### src/rtl/core/ucud_pkg.sv
// Package for the Unicode code unit decoder: unit-mode codes, result type,
// surrogate constants and the UTF-8 length and offset tables.
// No dependencies.
`default_nettype none

package ucud_pkg;

  localparam int unsigned UNIT_W = 32;
  localparam int unsigned POINT_W = 32;

  typedef enum logic [1:0] {
    MODE_UTF8  = 2'd0,
    MODE_UTF16 = 2'd1,
    MODE_UTF32 = 2'd2
  } unit_mode_t;

  // Top six bits of a 16-bit unit that mark high and low surrogates.
  localparam logic [5:0] HIGH_SURR_TAG = 6'b110110;
  localparam logic [5:0] LOW_SURR_TAG  = 6'b110111;
  localparam logic [31:0] SUPPLEMENTARY_BASE = 32'h0001_0000;

  typedef struct packed {
    logic [POINT_W-1:0] code_point;
    logic               end_of_run;
  } result_t;

  // Sequence length set by a UTF-8 lead byte.
  function automatic logic [2:0] lead_length(input logic [7:0] b);
    logic [2:0] len;
    priority if (b < 8'hC0) len = 3'd1;
    else if (b < 8'hE0)     len = 3'd2;
    else if (b < 8'hF0)     len = 3'd3;
    else if (b < 8'hF8)     len = 3'd4;
    else if (b < 8'hFC)     len = 3'd5;
    else                    len = 3'd6;
    return len;
  endfunction

  // Offset subtracted from an assembled sequence of the given length.
  function automatic logic [31:0] seq_offset(input logic [2:0] len);
    logic [31:0] off;
    unique case (len)
      3'd2:    off = 32'h0000_3080;
      3'd3:    off = 32'h000E_2080;
      3'd4:    off = 32'h03C8_2080;
      3'd5:    off = 32'hFA08_2080;
      3'd6:    off = 32'h8208_2080;
      default: off = 32'h0000_0000;
    endcase
    return off;
  endfunction

endpackage

`default_nettype wire

### src/rtl/core/ucud_unit_if.sv
// Input channel of the Unicode code unit decoder: valid/ready plus one code unit.
// Depends on ucud_pkg for the unit width.
`default_nettype none

interface ucud_unit_if;
  logic                        valid;
  logic                        ready;
  logic [ucud_pkg::UNIT_W-1:0] code_unit;
  logic                        last_unit;

  modport source (output valid, output code_unit, output last_unit, input ready);
  modport sink (input valid, input code_unit, input last_unit, output ready);
endinterface

`default_nettype wire

### src/rtl/core/ucud_point_if.sv
// Output channel of the Unicode code unit decoder: valid/ready plus one code point.
// Depends on ucud_pkg for the code point width.
`default_nettype none

interface ucud_point_if;
  logic                         valid;
  logic                         ready;
  logic [ucud_pkg::POINT_W-1:0] code_point;
  logic                         end_of_run;

  modport source (output valid, output code_point, output end_of_run, input ready);
  modport sink (input valid, input code_point, input end_of_run, output ready);
endinterface

`default_nettype wire

### src/rtl/core/unicode_code_unit_decoder_top.sv
// Unicode code unit decoder top level: UTF-8 / UTF-16 / UTF-32 units in, code points out.
// Depends on ucud_pkg, ucud_unit_if and ucud_point_if.
//
// Takes one code unit per transaction on unit_in and returns code points on
// point_out. Throughput is one unit per clock while point_out.ready is high: the
// decode is a single pass of logic from the input transaction and the decode state
// straight into a three-entry result queue, which registers each result as its unit
// is taken. unit_in.ready is high while at most one result is queued, which leaves
// room for the two results one unit can cause; the queue drains one result per cycle
// while point_out.ready is high, so a unit that yields two results (an unpaired high
// surrogate) stalls unit_in until the queue drains, and otherwise the block runs at
// one unit per cycle. end_of_run marks the last result caused by a unit; a unit that
// completes nothing (a UTF-8 lead or continuation byte, a held high surrogate)
// produces no transaction. The unit width is chosen by writing cfg_data with
// cfg_we high (0 UTF-8, 1 UTF-16, 2 UTF-32, 3 behaves as UTF-32); a write also
// drops any partial sequence or held surrogate and must only be made while the
// block is idle. UTF-8 sequences are not validated: the lead byte sets the
// length, continuation bytes are shifted in six bits at a time, and the length
// offset is subtracted modulo 2^32. last_unit flushes a held surrogate and drops
// an incomplete UTF-8 sequence.
`default_nettype none

module unicode_code_unit_decoder_top (
  input  wire logic       clk,
  input  wire logic       rst,
  ucud_unit_if.sink       unit_in,
  ucud_point_if.source    point_out,
  input  wire logic       cfg_we,
  input  wire logic [1:0] cfg_data
);

  // Configuration and decode state.
  ucud_pkg::unit_mode_t mode;
  logic [31:0] accumulator, accumulator_next;
  logic [2:0]  bytes_remaining, bytes_remaining_next;
  logic [2:0]  sequence_length, sequence_length_next;
  logic [15:0] held_high, held_high_next;
  logic        pending, pending_next;

  // Result queue, head at entry 0.
  ucud_pkg::result_t q [3];
  ucud_pkg::result_t q_next [3];
  logic [1:0] cnt, cnt_next;

  // Results of the current unit.
  logic [31:0] res0, res1;
  logic [1:0]  n_res;

  logic push, pop;
  logic [1:0] base;

  assign unit_in.ready        = (cnt <= 2'd1);
  assign point_out.valid      = (cnt != 2'd0);
  assign point_out.code_point = q[0].code_point;
  assign point_out.end_of_run = q[0].end_of_run;

  assign push = unit_in.valid && unit_in.ready;
  assign pop  = point_out.valid && point_out.ready;

  // Single decode pass: state plus unit gives up to two results and the new state.
  always_comb begin : decode
    logic [7:0]  b;
    logic [15:0] u;
    logic        is_high, is_low, done;
    logic [2:0]  len_sel, rem_step;
    logic [31:0] acc_step;

    b        = unit_in.code_unit[7:0];
    u        = unit_in.code_unit[15:0];
    is_high  = (u[15:10] == ucud_pkg::HIGH_SURR_TAG);
    is_low   = (u[15:10] == ucud_pkg::LOW_SURR_TAG);
    done     = 1'b0;
    len_sel  = sequence_length;
    rem_step = bytes_remaining;
    acc_step = accumulator;

    res0 = '0;
    res1 = '0;
    n_res = 2'd0;
    accumulator_next     = accumulator;
    bytes_remaining_next = bytes_remaining;
    sequence_length_next = sequence_length;
    held_high_next       = held_high;
    pending_next         = pending;

    unique case (mode)
      ucud_pkg::MODE_UTF8: begin
        if (bytes_remaining == 3'd0) begin
          len_sel  = ucud_pkg::lead_length(b);
          acc_step = {24'd0, b};
          rem_step = len_sel - 3'd1;
        end else begin
          acc_step = {accumulator[25:0], 6'd0} + {24'd0, b};
          rem_step = bytes_remaining - 3'd1;
        end
        if (rem_step == 3'd0) begin
          res0  = acc_step - ucud_pkg::seq_offset(len_sel);
          n_res = 2'd1;
          accumulator_next     = '0;
          bytes_remaining_next = '0;
          sequence_length_next = '0;
        end else if (unit_in.last_unit) begin
          // Drop the truncated sequence.
          accumulator_next     = '0;
          bytes_remaining_next = '0;
          sequence_length_next = '0;
          held_high_next       = '0;
          pending_next         = 1'b0;
        end else begin
          accumulator_next     = acc_step;
          bytes_remaining_next = rem_step;
          sequence_length_next = len_sel;
        end
      end
      ucud_pkg::MODE_UTF16: begin
        if (pending) begin
          if (is_low) begin
            res0 = ucud_pkg::SUPPLEMENTARY_BASE + {12'd0, held_high[9:0], u[9:0]};
            done = 1'b1;
          end else begin
            res0 = {16'd0, held_high};
          end
          n_res          = 2'd1;
          pending_next   = 1'b0;
          held_high_next = '0;
        end
        if (!done) begin
          if (is_high) begin
            held_high_next = u;
            pending_next   = 1'b1;
          end else begin
            if (n_res == 2'd0) res0 = {16'd0, u};
            else               res1 = {16'd0, u};
            n_res = n_res + 2'd1;
          end
        end
        // Flush a surrogate still held at the end of the string.
        if (unit_in.last_unit && pending_next) begin
          if (n_res == 2'd0) res0 = {16'd0, held_high_next};
          else               res1 = {16'd0, held_high_next};
          n_res          = n_res + 2'd1;
          pending_next   = 1'b0;
          held_high_next = '0;
        end
      end
      default: begin
        res0  = unit_in.code_unit;
        n_res = 2'd1;
      end
    endcase
  end

  // Queue update: shift out the head on pop, then append new results behind it.
  assign base = cnt - {1'b0, pop};

  always_comb begin
    q_next[0] = pop ? q[1] : q[0];
    q_next[1] = pop ? q[2] : q[1];
    q_next[2] = q[2];
    if (push && n_res != 2'd0) begin
      unique case (base)
        2'd0: begin
          q_next[0] = '{code_point: res0, end_of_run: (n_res == 2'd1)};
          q_next[1] = '{code_point: res1, end_of_run: 1'b1};
        end
        2'd1: begin
          q_next[1] = '{code_point: res0, end_of_run: (n_res == 2'd1)};
          q_next[2] = '{code_point: res1, end_of_run: 1'b1};
        end
        default: begin
          q_next[2] = '{code_point: res0, end_of_run: 1'b1};
        end
      endcase
    end
    cnt_next = base + (push ? n_res : 2'd0);
  end

  // Queue payload holds no reset; the count guards it.
  always_ff @(posedge clk) begin
    q <= q_next;
  end

  always_ff @(posedge clk) begin
    if (rst) begin
      mode            <= ucud_pkg::MODE_UTF8;
      accumulator     <= '0;
      bytes_remaining <= '0;
      sequence_length <= '0;
      held_high       <= '0;
      pending         <= 1'b0;
      cnt             <= '0;
    end else begin
      cnt <= cnt_next;
      if (cfg_we) begin
        // Mode change drops anything in progress.
        mode            <= ucud_pkg::unit_mode_t'(cfg_data);
        accumulator     <= '0;
        bytes_remaining <= '0;
        sequence_length <= '0;
        held_high       <= '0;
        pending         <= 1'b0;
      end else if (push) begin
        accumulator     <= accumulator_next;
        bytes_remaining <= bytes_remaining_next;
        sequence_length <= sequence_length_next;
        held_high       <= held_high_next;
        pending         <= pending_next;
      end
    end
  end

  // A held surrogate exists only in UTF-16 mode.
  assert property (@(posedge clk) disable iff (rst)
    pending |-> mode == ucud_pkg::MODE_UTF16)
    else $error("surrogate held outside UTF-16 mode");

  // An open UTF-8 sequence always has fewer bytes left than its length.
  assert property (@(posedge clk) disable iff (rst)
    bytes_remaining != 3'd0 |->
      (mode == ucud_pkg::MODE_UTF8 && sequence_length > bytes_remaining))
    else $error("inconsistent UTF-8 sequence state");

  // A pass-through unit always shows a result in the next cycle.
  assert property (@(posedge clk) disable iff (rst)
    (push && mode == ucud_pkg::MODE_UTF32 && !cfg_we) |=> point_out.valid)
    else $error("pass-through unit produced no result");

  // After a push, all three entries are full only if two results joined one without a pop.
  assert property (@(posedge clk) disable iff (rst)
    push |=> cnt != 2'd3 || $past(cnt) == 2'd1 && $past(n_res) == 2'd2 && !$past(pop))
    else $error("result queue overfilled");

endmodule

`default_nettype wire
### src/flat_wrapper.sv
// flat-port wrapper written by rule: the top's interface ports become plain ports
module unicode_code_unit_decoder_top_flat 
  (clk, rst, cfg_we, cfg_data, unit_in_valid, unit_in_code_unit, unit_in_last_unit, unit_in_ready, point_out_valid, point_out_code_point, point_out_end_of_run, point_out_ready);
  ucud_unit_if unit_in_i ();
  ucud_point_if point_out_i ();
  input  wire logic clk;
  input  wire logic rst;
  input  wire logic cfg_we;
  input  wire logic [1:0] cfg_data;
  input wire logic [$bits(unit_in_i.valid)-1:0] unit_in_valid;
  input wire logic [$bits(unit_in_i.code_unit)-1:0] unit_in_code_unit;
  input wire logic [$bits(unit_in_i.last_unit)-1:0] unit_in_last_unit;
  output wire logic [$bits(unit_in_i.ready)-1:0] unit_in_ready;
  output wire logic [$bits(point_out_i.valid)-1:0] point_out_valid;
  output wire logic [$bits(point_out_i.code_point)-1:0] point_out_code_point;
  output wire logic [$bits(point_out_i.end_of_run)-1:0] point_out_end_of_run;
  input wire logic [$bits(point_out_i.ready)-1:0] point_out_ready;
  assign unit_in_i.valid = unit_in_valid;
  assign unit_in_i.code_unit = unit_in_code_unit;
  assign unit_in_i.last_unit = unit_in_last_unit;
  assign unit_in_ready = unit_in_i.ready;
  assign point_out_valid = point_out_i.valid;
  assign point_out_code_point = point_out_i.code_point;
  assign point_out_end_of_run = point_out_i.end_of_run;
  assign point_out_i.ready = point_out_ready;
  unicode_code_unit_decoder_top u_core (.clk(clk), .rst(rst), .unit_in(unit_in_i), .point_out(point_out_i), .cfg_we(cfg_we), .cfg_data(cfg_data));
endmodule
### config.mk
export PLATFORM = sky130hd
export DESIGN_NAME = unicode_code_unit_decoder_top_flat
export DESIGN_NICKNAME = d
export VERILOG_FILES = /design/src/rtl/core/ucud_pkg.sv /design/src/rtl/core/ucud_unit_if.sv /design/src/rtl/core/ucud_point_if.sv /design/src/rtl/core/unicode_code_unit_decoder_top.sv /design/src/flat_wrapper.sv
export SDC_FILE = /design/constraint.sdc
export NUM_CORES = 1
export LEC_CHECK = 0
export ABC_CLOCK_PERIOD_IN_PS = 5880
export BUFFER_PORTS_ARGS = -buffer_cell sky130_fd_sc_hd__buf_2
export CAP_MARGIN = 20
export CELL_PAD_IN_SITES_DETAIL_PLACEMENT = 1
export CELL_PAD_IN_SITES_GLOBAL_PLACEMENT = 2
export CORE_MARGIN = 1
export CORE_UTILIZATION = 37
export CTS_BUF_LIST = sky130_fd_sc_hd__clkbuf_8
export CTS_CLUSTER_DIAMETER = 200
export DETAILED_ROUTE_END_ITERATION = 7
export PLACE_DENSITY = 0.79
export REMOVE_ABC_BUFFERS = 1
export SYNTH_ARGS = -nofsm -noshare
export SYNTH_HDL_FRONTEND = slang
export SYNTH_SLANG_ARGS = --single-unit
### constraint.sdc
create_clock -name clk -period 5.88 [get_ports clk]
set_input_delay 0.294 -clock clk [delete_from_list [all_inputs] [get_ports clk]]
set_output_delay 0.294 -clock clk [all_outputs]
set_load 0.05 [all_outputs]
Word level (Yosys, flattened, before mapping)
Index checks and enable logic that the tools add are counted.

word-level totals
  bits in registers = 152
  input port bits = 40
  output and inout bits = 35

cells by class
  add/subtract/negate cells = 9
  magnitude comparators = 6
  equal/unequal tests = 12
  mux-type cells = 69
  bitwise gates (word level) = 1
  reduce and logical (&&, ||, !) cells = 17

operators by type and width
  cell                      number
  $mux W32                  17
  $pmux W32 S5              1
  $pmux W33 S2              2
  $mux W16                  7
  $mux W33                  3
  $mux W99                  1
  $pmux W32 S2              1
  $mux W26                  2
  $mux W3                   14
  $lt A8 B8 Y1 const B      5
  $add A32 B8 Y32           1
  $pmux W16 S2              1
  $sub A32 B32 Y32          1
  $add A17 B20 Y21 const A  1
  $mux W2                   7
  $eq A6 B6 Y1 const B      2
  $mux W1                   11
  $eq A3 B3 Y1 const B      3
  $logic_not A2 Y1          4
  $eq A2 B1 Y1 const B      3
  $eq A3 B2 Y1 const B      2
  $logic_not A3 Y1          2
  $reduce_bool A2 Y1        3
  $sub A3 B1 Y3 const B     2
  other kinds (12)          18

Logic depth before layout (Yosys ltp)
Gate-level depths: netlist of run 1.

  word-level depth = 19
  mapped depth = 21
  gate-level depth less buffers = 17

Least setup slack after synthesis of run 1
Ideal clock, no wire load.

  path type = register -> register
  from = register u_core.cnt[1]
  to = register u_core.q[10] in the netlist's numbering (enable)
  data arrival time = 4.043 ns
  setup slack = 1.416 ns
  stages on the path, launching flop included = 12
  path buffers = 3
  clock period less this slack = 4.464 ns
  path through = dfxtp_1 inv_1 nand2_1 nand2_1 inv_1 clkbuf_1 clkbuf_1 ha_1 clkbuf_1 clkinv_1 nor2_1 nor2_1

on the way
  elaborated cells on any way between the ends = 9
  those cells by class = add/sub: 1; order compare: 1; bitwise: 1; reduce/logical: 6

RTL lines
  item                         RTL line                              RTL
  from (decl)                  unicode_code_unit_decoder_top.sv:43   logic [1:0] cnt, cnt_next;
  from (signal assigned)       unicode_code_unit_decoder_top.sv:193  cnt <= cnt_next;
  $le A2 B1 Y1                 unicode_code_unit_decoder_top.sv:52   assign unit_in.ready = (cnt <= 2'd1);
  via unit_in_ready            flat_wrapper.sv:13                    output wire logic [$bits(unit_in_i.ready)-1:0] unit_in_ready;
  $logic_and A1 B1 Y1          unicode_code_unit_decoder_top.sv:57   assign push = unit_in.valid && unit_in.ready;
  $logic_and A1 B1 Y1          unicode_code_unit_decoder_top.sv:160  if (push && n_res != 2'd0) begin
  $reduce_and A2 Y1 (no line)  n/a
  to (signal assigned)         unicode_code_unit_decoder_top.sv:180  q <= q_next;
  to (decl)                    unicode_code_unit_decoder_top.sv:41   ucud_pkg::result_t q [3];

The timed path passes the listed nets, and every way through them passes these cells.
A chain may end at the register's enable or synchronous reset.

Worst setup path after layout of run 1
  from = register u_core.bytes_remaining[2]
  to = register u_core.q[30] in the netlist's numbering (data pin)

on the way
  longest elaborated chain between the ends = 11
  elaborated cells on any way between the ends = 21
  those cells by class = add/sub: 2; eq/ne: 5; mux: 12; reduce/logical: 2

RTL lines
  item                                                 RTL line                              RTL
  from (decl)                                          unicode_code_unit_decoder_top.sv:35   logic [2:0] bytes_remaining, bytes_remaining_next;
  from (signal assigned)                               unicode_code_unit_decoder_top.sv:204  bytes_remaining <= bytes_remaining_next;
  $logic_not A3 Y1                                     unicode_code_unit_decoder_top.sv:88   if (bytes_remaining == 3'd0) begin
  $mux W3                                              unicode_code_unit_decoder_top.sv:88
  $mux W3                                              unicode_code_unit_decoder_top.sv:86   unique case (mode)
  $eq A3 B3 Y1 / $eq A3 B2 Y1 (equally long branches)  ucud_pkg.sv:42                        unique case (len)
  $pmux W32 S5                                         ucud_pkg.sv:42
  $mux W32                                             unicode_code_unit_decoder_top.sv:96   if (rem_step == 3'd0) begin
  $mux W32                                             unicode_code_unit_decoder_top.sv:86
  $sub A32 B32 Y32                                     unicode_code_unit_decoder_top.sv:97   res0 = acc_step - ucud_pkg::seq_offset(len_sel);
  $mux W32 *                                           unicode_code_unit_decoder_top.sv:96
  $pmux W32 S2 *                                       unicode_code_unit_decoder_top.sv:86
  $pmux W33 S2 *                                       unicode_code_unit_decoder_top.sv:161  unique case (base)

Every way passes the cells marked *; elsewhere a longest branch is shown, timed or not. The select of a mux whose other input is x is not followed.

==> impl_metrics.tcl, run 1 <==
set metrics [dict create \
    final_common_cell "nand2_1" \
    avgRoutedWirePerCell_um 19.2 \
    setup_violations 0 \
    row_count 57 \
    nFillCells 2947 \
    skew_ps 18.1 \
    ys_warn_count 0 \
    required_ps 6110 \
    boundaryPins 75 \
    p_leak_nw 3.85 \
    netlist_instances 1157 \
    fmax_ghz 0.212 \
    area_delta_synth_final_pct 8.27 \
    routed-via-count 8327 \
    fin_setup_tns_ps 0 \
    cp_slowest_cell "or3_1" \
    period_share 0.803 \
    clk_pin_slew_ps 100 \
    yosysUniqueCellTypes 78 \
    synth_edf_count 32 \
    ctsResizeCount 0 \
    synth_area_per_cell_sq_um 7.92 \
    netlist_area_sq_um 9170 \
    worstSkewPairLatency_ps 480 \
    hold_depth 3 \
    p_per_area_nw_per_um2 425 \
    clock_path_buffers 2 \
    grt-ovfl-total 0 \
    wl_met3_um 730 \
    critPathCaptureType "register" \
    via_per_inst 5.58 \
    hold_class "input port to register" \
    grt_pass1_wl_um 46600 \
    layout.nets 1221 \
    worstRegToRegCells 17 \
    crit_type "register to register" \
    fin_ws_ps 1160 \
    ys.flop_type "dfxtp_1" \
    hold_ws_ps 58.3 \
    core_sq_um 24300 \
    cp-start-kind "register" \
    cap_violations 0 \
    cts_root_buf "clkbuf_8" \
    maxSlewHeadroom 0.252 \
    gp_congestion 0.839 \
    wirelength_um 28600 \
    layout-drive-gt1-share 0.134 \
    dp_slack_ps 1110 \
    reg2reg_slack_ps 1160 \
    antenna_found_initial 0 \
    clock_sinks 151 \
    wl_met1_um 14800 \
    antenna_cells 0 \
    grt_setup_unrepaired "no" \
    numCtsBuffers 17 \
    ant_nets 0 \
    path_max_fanout 19 \
    drc 0 \
    r2r-end "u_core.q[30]" \
    cts_setup_buffers 0 \
    path_cells "or3_1 > a211oi_1 > a21oi_2 > nor2_1 > nand2_1 > nand2_1 > ha_1 > ha_1 > inv_1 > o21ai_0 > a21oi_1 > a2111oi_4 > a21oi_2 > a21o_1 > or3_1 > a32oi_2 > nor2_1" \
    max_stage_delay_ps 690 \
    outcome "complete, no violations" \
    hold_violations 0 \
    drt_iter0_markers 516 \
    die_area_sq_um 25400 \
    io_buffers 74 \
    met2RoutedLength_um 12600 \
    die_h_um 159 \
    firstDrtPassIters 5 \
    grt_pass1_vias 8346 \
    track_usage 0.231 \
    worst_hold_startpoint "cfg_data[0]" \
    mostFrequentLayoutCells "nand2_1, nor2_1, dfxtp_1" \
    min_to "u_core.mode[0]" \
    ys_seq_area_frac 0.365 \
    slew_viol_final 0 \
    die_x_um 159 \
    crit_arrival_ps 4950 \
    routed.top_layer "met4" \
    synthArstFlopShare 0 \
    finalPower_mw 4.22 \
    vdd_drop_max_mv 0.445 \
    tritoncts "done" \
    worst_pin_slew_ps 1120 \
    htree_levels 4 \
    start_util 0.377 \
    r2r_start "u_core.bytes_remaining[2]" \
    hpwl_um 20500 \
    grt_max_degree 67 \
    ys_ff_latch 151 \
    fin_crit_ps 4720 \
    ctsHoldBuffers 0 \
]
## worst max-delay path: cells and delay by family, from the launching register on
kind | cells | cell delay, ps
AOI/OAI and AO/OA | 8 | 2050
adders and majority gates | 2 | 480
buffers and inverters | 1 | 130
DFF | 1 | 360
and+or+nand+nor | 6 | 1460
## registers in the layout, summed over array words and instances (netlist names)
name / flops
u_core.accumulator: 26
u_core.bytes_remaining: 3
u_core.cnt: 2
u_core.held_high: 16
u_core.mode: 2
u_core.pending: 1
u_core.point_out.code_point: 32
u_core.point_out.end_of_run: 1
u_core.q: 65
u_core.sequence_length: 3
## metal layers
metal	GRT usage	up-vias
met5	0	-
met3	0.0268	26
met1	0.334	4078
met2	0.361	132
li1	-	4091
met4	0.0621	0
## through the flow
step                std cells  cell area, sq um   util
finish                   1492              9920  0.408
global route             1492              9920  0.408
CTS                      1491              9900  0.407
detailed placement       1459              9510  0.391
global placement         1459              9510  0.391
floorplan                1048              8610      -
## cell families (layout without fill, tap and decap cells)
| kind of cell | Yosys count | count (layout) | share of synthesized area |
|---|---|---|---|
| AND/OR/NAND/NOR | 479 | 479 | 0.227 |
| AO/OA/AOI/OAI | 294 | 294 | 0.223 |
| flip-flops | 151 | 151 | 0.365 |
| buffers and inverters | 130 | 141 | 0.0691 |
| XOR/XNOR | 44 | 44 | 0.0420 |
| multiplexers | 33 | 33 | 0.0370 |
| adder cells (fa/ha/maj) | 26 | 26 | 0.0363 |
## where the power goes
part | total (mW) | internal, mW | switching (mW)
Sequential | 1.51 | 1.38 | 0.125
Clock | 0.820 | 0.319 | 0.501
Combinational | 1.89 | 0.555 | 1.34
## Yosys cell counts, types with 6 or more instances
cell      instances  area [sq um]
inv_1            18          67.6
nand2_1         224           841
a211oi_1          7          52.6
clkbuf_1         58           218
nand4_1          12          75.1
xnor2_1          22           193
a22oi_1          48           360
buf_1             6          22.5
o21ai_1          15          75.1
xor2_1           22           193
dfxtp_1         119          2380
o211ai_1          9          67.6
a21oi_1          51           255
edfxtp_1         32           961
buf_4            33           248
nand3_1          29           145
nand2b_1          6          37.5
o22ai_1           7          43.8
buf_2            10          50.1
ha_1             25           313
a311oi_1          8          70.1
a31oi_1          20           125
mux2_2            7          78.8
a21o_1           10          75.1
nor3_1           12          60.1
mux2i_1          26           260
and3_1           11          68.8
and2_1            6          37.5
nor2_1          137           514
or3_1            14          87.6
o31ai_1          10          75.1
o21ai_0          54           270
## final cells by class
class	instances	area (sq um)	area share
Multi-Input combinational cell	876	5210	0.525
Sequential cell	151	3340	0.337
Timing Repair Buffer	88	495	0.0499
Tap cell	324	405	0.0409
Clock buffer	17	234	0.0236
Clock inverter	15	153	0.0154
Inverter	21	78.8	0.00794
## how the worst max path moves through the flow
| stage | from | endpoint | slack [ps] | depth (start not counted) |
|---|---|---|---|---|
| finish | u_core.bytes_remaining[2] | u_core.q[30] | 1160 | 17 |
| detailed placement | u_core.bytes_remaining[2] | u_core.q[32] | 1110 | 17 |
| global placement | u_core.bytes_remaining[2] | u_core.q[32] | 1270 | 17 |
| global route | u_core.bytes_remaining[2] | u_core.q[32] | 650 | 17 |
| CTS | u_core.bytes_remaining[2] | u_core.q[32] | 1090 | 17 |
| floorplan | u_core.cnt[1] | u_core.q[15] | -360 | 7 |
Power figures use the tool's default switching activity.
==> inputs of run 2 (changes only) <==
--- a/config.mk
+++ b/config.mk
@@ -5,17 +5,17 @@
 export SDC_FILE = /design/constraint.sdc
 export NUM_CORES = 1
 export LEC_CHECK = 0
-export ABC_CLOCK_PERIOD_IN_PS = 5880
+export ABC_CLOCK_PERIOD_IN_PS = 3800
 export BUFFER_PORTS_ARGS = -buffer_cell sky130_fd_sc_hd__buf_2
 export CAP_MARGIN = 20
 export CELL_PAD_IN_SITES_DETAIL_PLACEMENT = 1
 export CELL_PAD_IN_SITES_GLOBAL_PLACEMENT = 2
 export CORE_MARGIN = 1
-export CORE_UTILIZATION = 37
+export CORE_UTILIZATION = 34
 export CTS_BUF_LIST = sky130_fd_sc_hd__clkbuf_8
 export CTS_CLUSTER_DIAMETER = 200
 export DETAILED_ROUTE_END_ITERATION = 7
-export PLACE_DENSITY = 0.79
+export PLACE_DENSITY = 0.76
 export REMOVE_ABC_BUFFERS = 1
 export SYNTH_ARGS = -nofsm -noshare
 export SYNTH_HDL_FRONTEND = slang
==> constraint.sdc (replaced) <==
create_clock -name clk -period 3.8 [get_ports clk]
set_input_delay 0.19 -clock clk [delete_from_list [all_inputs] [get_ports clk]]
set_output_delay 0.19 -clock clk [all_outputs]
set_load 0.05 [all_outputs]
==> impl_metrics.tcl, run 2 (synthesized netlist as in run 1, its figures left out) <==
set metrics [dict create \
    outcome "complete, but fails checks" \
    violations "design-rule violations, negative setup slack" \
    clock_path_buffers 2 \
    grt_pass1_wl_um 49100 \
    grt_setup_unrepaired "yes" \
    hold_class "input port to register" \
    layout-drive-gt1-share 0.251 \
    use_met2 0.359 \
    critPathCaptureType "register" \
    mostFrequentLayoutCells "nand2_1, nor2_1, dfxtp_1" \
    multi_input_area_sq_um 5580 \
    antenna_cells 0 \
    largest_reg_flops 65 \
    seq_area_sq_um 3350 \
    die_x_um 166 \
    core_sq_um 26300 \
    io_buffers 74 \
    final_area_sq_um 11300 \
    ant_nets 0 \
    startpoint "u_core.bytes_remaining[2]" \
    busiest_layer "met2" \
    clk_pin_slew_ps 100 \
    nFillCells 3167 \
    vdd_drop_max_mv 0.459 \
    maxSlewHeadroom 0.238 \
    grt_pass1_vias 8789 \
    layout.nets 1334 \
    drc 6 \
    fmax_ghz 0.254 \
    fin_ws_ps -144 \
    track_usage 0.224 \
    hold_violations 0 \
    grt_util_met1 0.315 \
    worstSkewPairLatency_ps 480 \
    grtUsageMet3 0.0238 \
    htree_levels 4 \
    firstDrtPassIters 6 \
    cap_violations 0 \
    hold_ws_ps 21.0 \
    area_delta_synth_final_pct 22.8 \
    cp-start-kind "register" \
    row_count 59 \
    path_max_fanout 7 \
    cts_root_buf "clkbuf_8" \
    die_h_um 166 \
    final_common_cell "nand2_1" \
    crit_arrival_ps 4150 \
    tritoncts "done" \
    crit_type "register to register" \
    setup_violations 9 \
    slew_viol_final 0 \
    start_util 0.349 \
    period_share 1.04 \
    p_leak_nw 4.51 \
    boundaryPins 75 \
    place_area_sq_um 10300 \
    via_per_inst 5.51 \
    grt-ovfl-total 0 \
    worst_hold_startpoint "unit_in_code_unit[25]" \
    clock_sinks 151 \
    drt_iter0_markers 444 \
    worst_pin_slew_ps 1130 \
    die_area_sq_um 27600 \
    p_per_area_nw_per_um2 614 \
    routed-via-count 8902 \
    finalPower_mw 6.91 \
    gp_congestion 0.904 \
    hpwl_um 22100 \
    avgRoutedWirePerCell_um 19.1 \
    numCtsBuffers 17 \
    required_ps 4010 \
    antenna_found_initial 0 \
    fin_util 0.428 \
    regMostFlops "u_core.q" \
    grt_max_degree 67 \
    r2r_start "u_core.bytes_remaining[2]" \
    skew_ps 21.4 \
    fin_crit_ps 3940 \
    wirelength_um 30800 \
]
## run 2: timing repair
action,in CTS,in global routing
pin swaps,18,24
setup endpoints to repair,40,82
hold buffers,4,0
gates resized for setup,21,66
buffers inserted,9,6
endpoints found under the hold margin,3,0
## run 2: power by group
part	switching [mW]	internal, mW	total, mW
clock network	0.748	0.678	1.43
logic	2.15	1.00	3.15
registers	0.191	2.14	2.33
## run 2: metrics by stage
stage	setup slack (ps)	setup TNS (ps)	cells
3_3_place_gp	-213	-2590	1567
5_1_grt	-260	-4050	1616
3_5_place_dp	-271	-4720	1567
2_1_floorplan	-2440	-267160	1048
6_report	-144	-491	1616
4_1_cts	-6.21	-6.21	1612
## run 2: final timing paths
check,to,slack (ps),cells after the start
worst min-delay path,u_core.point_out.code_point[25],20,3
worst min register to register,u_core.point_out.code_point[14],480,2
worst max-delay path,u_core.q[19],-140,18
worst max register to register,u_core.q[19],-140,18
## run 2: final cells by class
cell class,count,share of cell area
Clock inverter,15,0.0179
Tap cell,335,0.0372
Inverter,21,0.00700
Multi-Input combinational cell,876,0.496
Timing Repair Buffer,201,0.124
Clock buffer,17,0.0208
Sequential cell,151,0.297
## run 2: per-layer routing
layer  vias up  part of all wire
met3        32             0.032
met2       160              0.47
met5         -                 0
met4         0             0.014
met1      4388              0.49
li1       4322                 -
## run 2: worst max-delay path, stage by stage, from the launching register on
cell and delay, ps:
dfxtp_2 330, or3_4 430, buf_8 160, o31ai_4 230
nor2_2 100, xnor2_2 170, nand2_2 130, inv_2 70
ha_4 180, nor2_4 100, buf_6 110, o211ai_1 170
a2111oi_4 390, buf_4 210, o21bai_4 60, xor2_1 150
a222oi_1 470, buf_4 210, nor2_1 40
==> inputs of run 3 (changes only) <==
--- a/config.mk
+++ b/config.mk
@@ -6,7 +6,7 @@
 export NUM_CORES = 1
 export LEC_CHECK = 0
 export ABC_CLOCK_PERIOD_IN_PS = 3800
-export BUFFER_PORTS_ARGS = -buffer_cell sky130_fd_sc_hd__buf_2
+export BUFFER_PORTS_ARGS = -buffer_cell sky130_fd_sc_hd__buf_4
 export CAP_MARGIN = 20
 export CELL_PAD_IN_SITES_DETAIL_PLACEMENT = 1
 export CELL_PAD_IN_SITES_GLOBAL_PLACEMENT = 2
==> impl_metrics.tcl, run 3 (synthesized netlist as in run 1, its figures left out) <==
set metrics [dict create \
    outcome "complete, but fails checks" \
    violations "design-rule violations, negative setup slack" \
    crit_arrival_ps 4200 \
    grt_setup_unrepaired "yes" \
    largest_reg_flops 65 \
    crit_type "register to register" \
    fin_ws_ps -194 \
    row_count 59 \
    fin_crit_ps 3990 \
    hpwl_um 22200 \
    die_x_um 166 \
    boundaryPins 75 \
    path_delay_family "compound AO/OA/AOI/OAI gates" \
    critPathCaptureType "register" \
    final_common_cell "nand2_1" \
    setup_violations 19 \
    vdd_drop_max_mv 0.399 \
    nFillCells 3154 \
    clockPowerShare 0.186 \
    start_util 0.349 \
    fin_util 0.438 \
    clock_path_buffers 2 \
    drc 6 \
    drt_iter0_markers 539 \
    antenna_found_initial 0 \
    layout.nets 1343 \
    p_seq_frac 0.339 \
    hold_violations 0 \
    critPathBufInv 5 \
    p_sw_frac 0.450 \
    power.net_switching_mw 3.10 \
    via_per_inst 5.46 \
    core_sq_um 26300 \
    place_area_sq_um 10400 \
    cp_slowest_cell "a2111oi_4" \
    p_per_area_nw_per_um2 600 \
    clock_sinks 151 \
    cts_root_buf "clkbuf_8" \
    numCtsBuffers 17 \
    fmax_ghz 0.250 \
    fin_setup_tns_ps -1140 \
    firstDrtPassIters 7 \
    grt_pass1_vias 8847 \
    path_cells "or3_4 > buf_8 > o31ai_4 > nor2_4 > xnor2_2 > nand2_2 > inv_2 > ha_4 > nor2_4 > buf_6 > o211ai_1 > a2111oi_4 > buf_4 > o21bai_1 > xor2_1 > a222oi_1 > buf_4 > nor2_2" \
    grt_pass1_wl_um 49100 \
    track_usage 0.223 \
    htree_levels 4 \
    finalPower_mw 6.90 \
    clk_pin_slew_ps 100 \
    skew_ps 18.7 \
    path_depth 18 \
    slew_viol_final 0 \
    worst_pin_slew_ps 1220 \
    hold_class "input port to register" \
    grt-ovfl-total 0 \
    routed-via-count 8871 \
    final_area_sq_um 11500 \
    cap_violations 0 \
    p_comb_frac 0.474 \
    hold_depth 3 \
    mostFrequentLayoutCells "nand2_1, buf_4, nor2_1" \
    worstSkewPairLatency_ps 480 \
    ant_nets 0 \
    die_h_um 166 \
    wirelength_um 31500 \
    internal_power_mw 3.80 \
    worstRegToRegCells 18 \
    die_area_sq_um 27600 \
    io_buffers 74 \
    layout-drive-gt1-share 0.261 \
    area_delta_synth_final_pct 25.6 \
    antenna_cells 0 \
    grt_max_degree 67 \
    gp_congestion 0.922 \
    avgRoutedWirePerCell_um 19.4 \
    tritoncts "done" \
    period_share 1.05 \
    regMostFlops "u_core.q" \
    required_ps 4010 \
    cp-start-kind "register" \
    p_leak_nw 4.57 \
    path_max_fanout 7 \
    hold_ws_ps 19.2 \
    maxSlewHeadroom 0.179 \
    max_stage_delay_ps 460 \
]
run 3: power groups by stage:
stage	clock network (mW)	registers, mW	logic, mW
6_report	1.29	2.34	3.27
5_1_grt	1.39	2.40	3.58
4_1_cts	1.32	2.35	3.19
3_5_place_dp	0	2.38	3.14
3_3_place_gp	0	2.37	3.08
2_1_floorplan	0	2.90	1.51
run 3: layout make-up:
cell class	count	area, sq um	area share
clock inverter	15	160	0.0139
inverter	21	78.8	0.00685
clock buffer	17	234	0.0203
multi-input combinational	876	5630	0.489
tap	335	419	0.0364
timing repair buffer	210	1640	0.143
sequential	151	3350	0.291
run 3: worst register-to-register path, delay by kind of cell, from the launching register on:
family	cells	cell delay [ps]
buf+inv	5	710
xor+xnor	2	300
compound gates	5	1500
simple gates	5	730
flops	1	330
fa+ha+maj	1	160
run 3: worst paths after layout:
check,startpoint,to,slack (ps)
max,u_core.bytes_remaining[1],u_core.q[19],-190
max reg2reg,u_core.bytes_remaining[1],u_core.q[19],-190
min reg2reg,u_core.q[48],u_core.point_out.code_point[14],480
min,unit_in_code_unit[1],u_core.accumulator[1],20
run 3: stage by stage:
| step | instances | setup slack (ps) |
|---|---|---|
| global route | 1625 | -302 |
| global placement | 1561 | -66.2 |
| floorplan | 1048 | -2440 |
| CTS | 1611 | -2.03 |
| detailed placement | 1561 | -203 |
| finish | 1625 | -194 |
run 3: what timing repair did:
item,CTS,global route
hold buffers,6,0
endpoints found under the setup margin,40,64
buffers inserted,12,14
hold endpoints to repair,6,0
resized for setup,22,72
pin swaps,20,36
run 3: routing by layer:
| metal | up-vias | global-route usage | part of all wire |
|---|---|---|---|
| met5 | - | 0 | 0 |
| met4 | 0 | 0.0500 | 0.011 |
| li1 | 4335 | - | - |
| met1 | 4364 | 0.315 | 0.49 |
| met2 | 150 | 0.361 | 0.47 |
| met3 | 22 | 0.0284 | 0.033 |
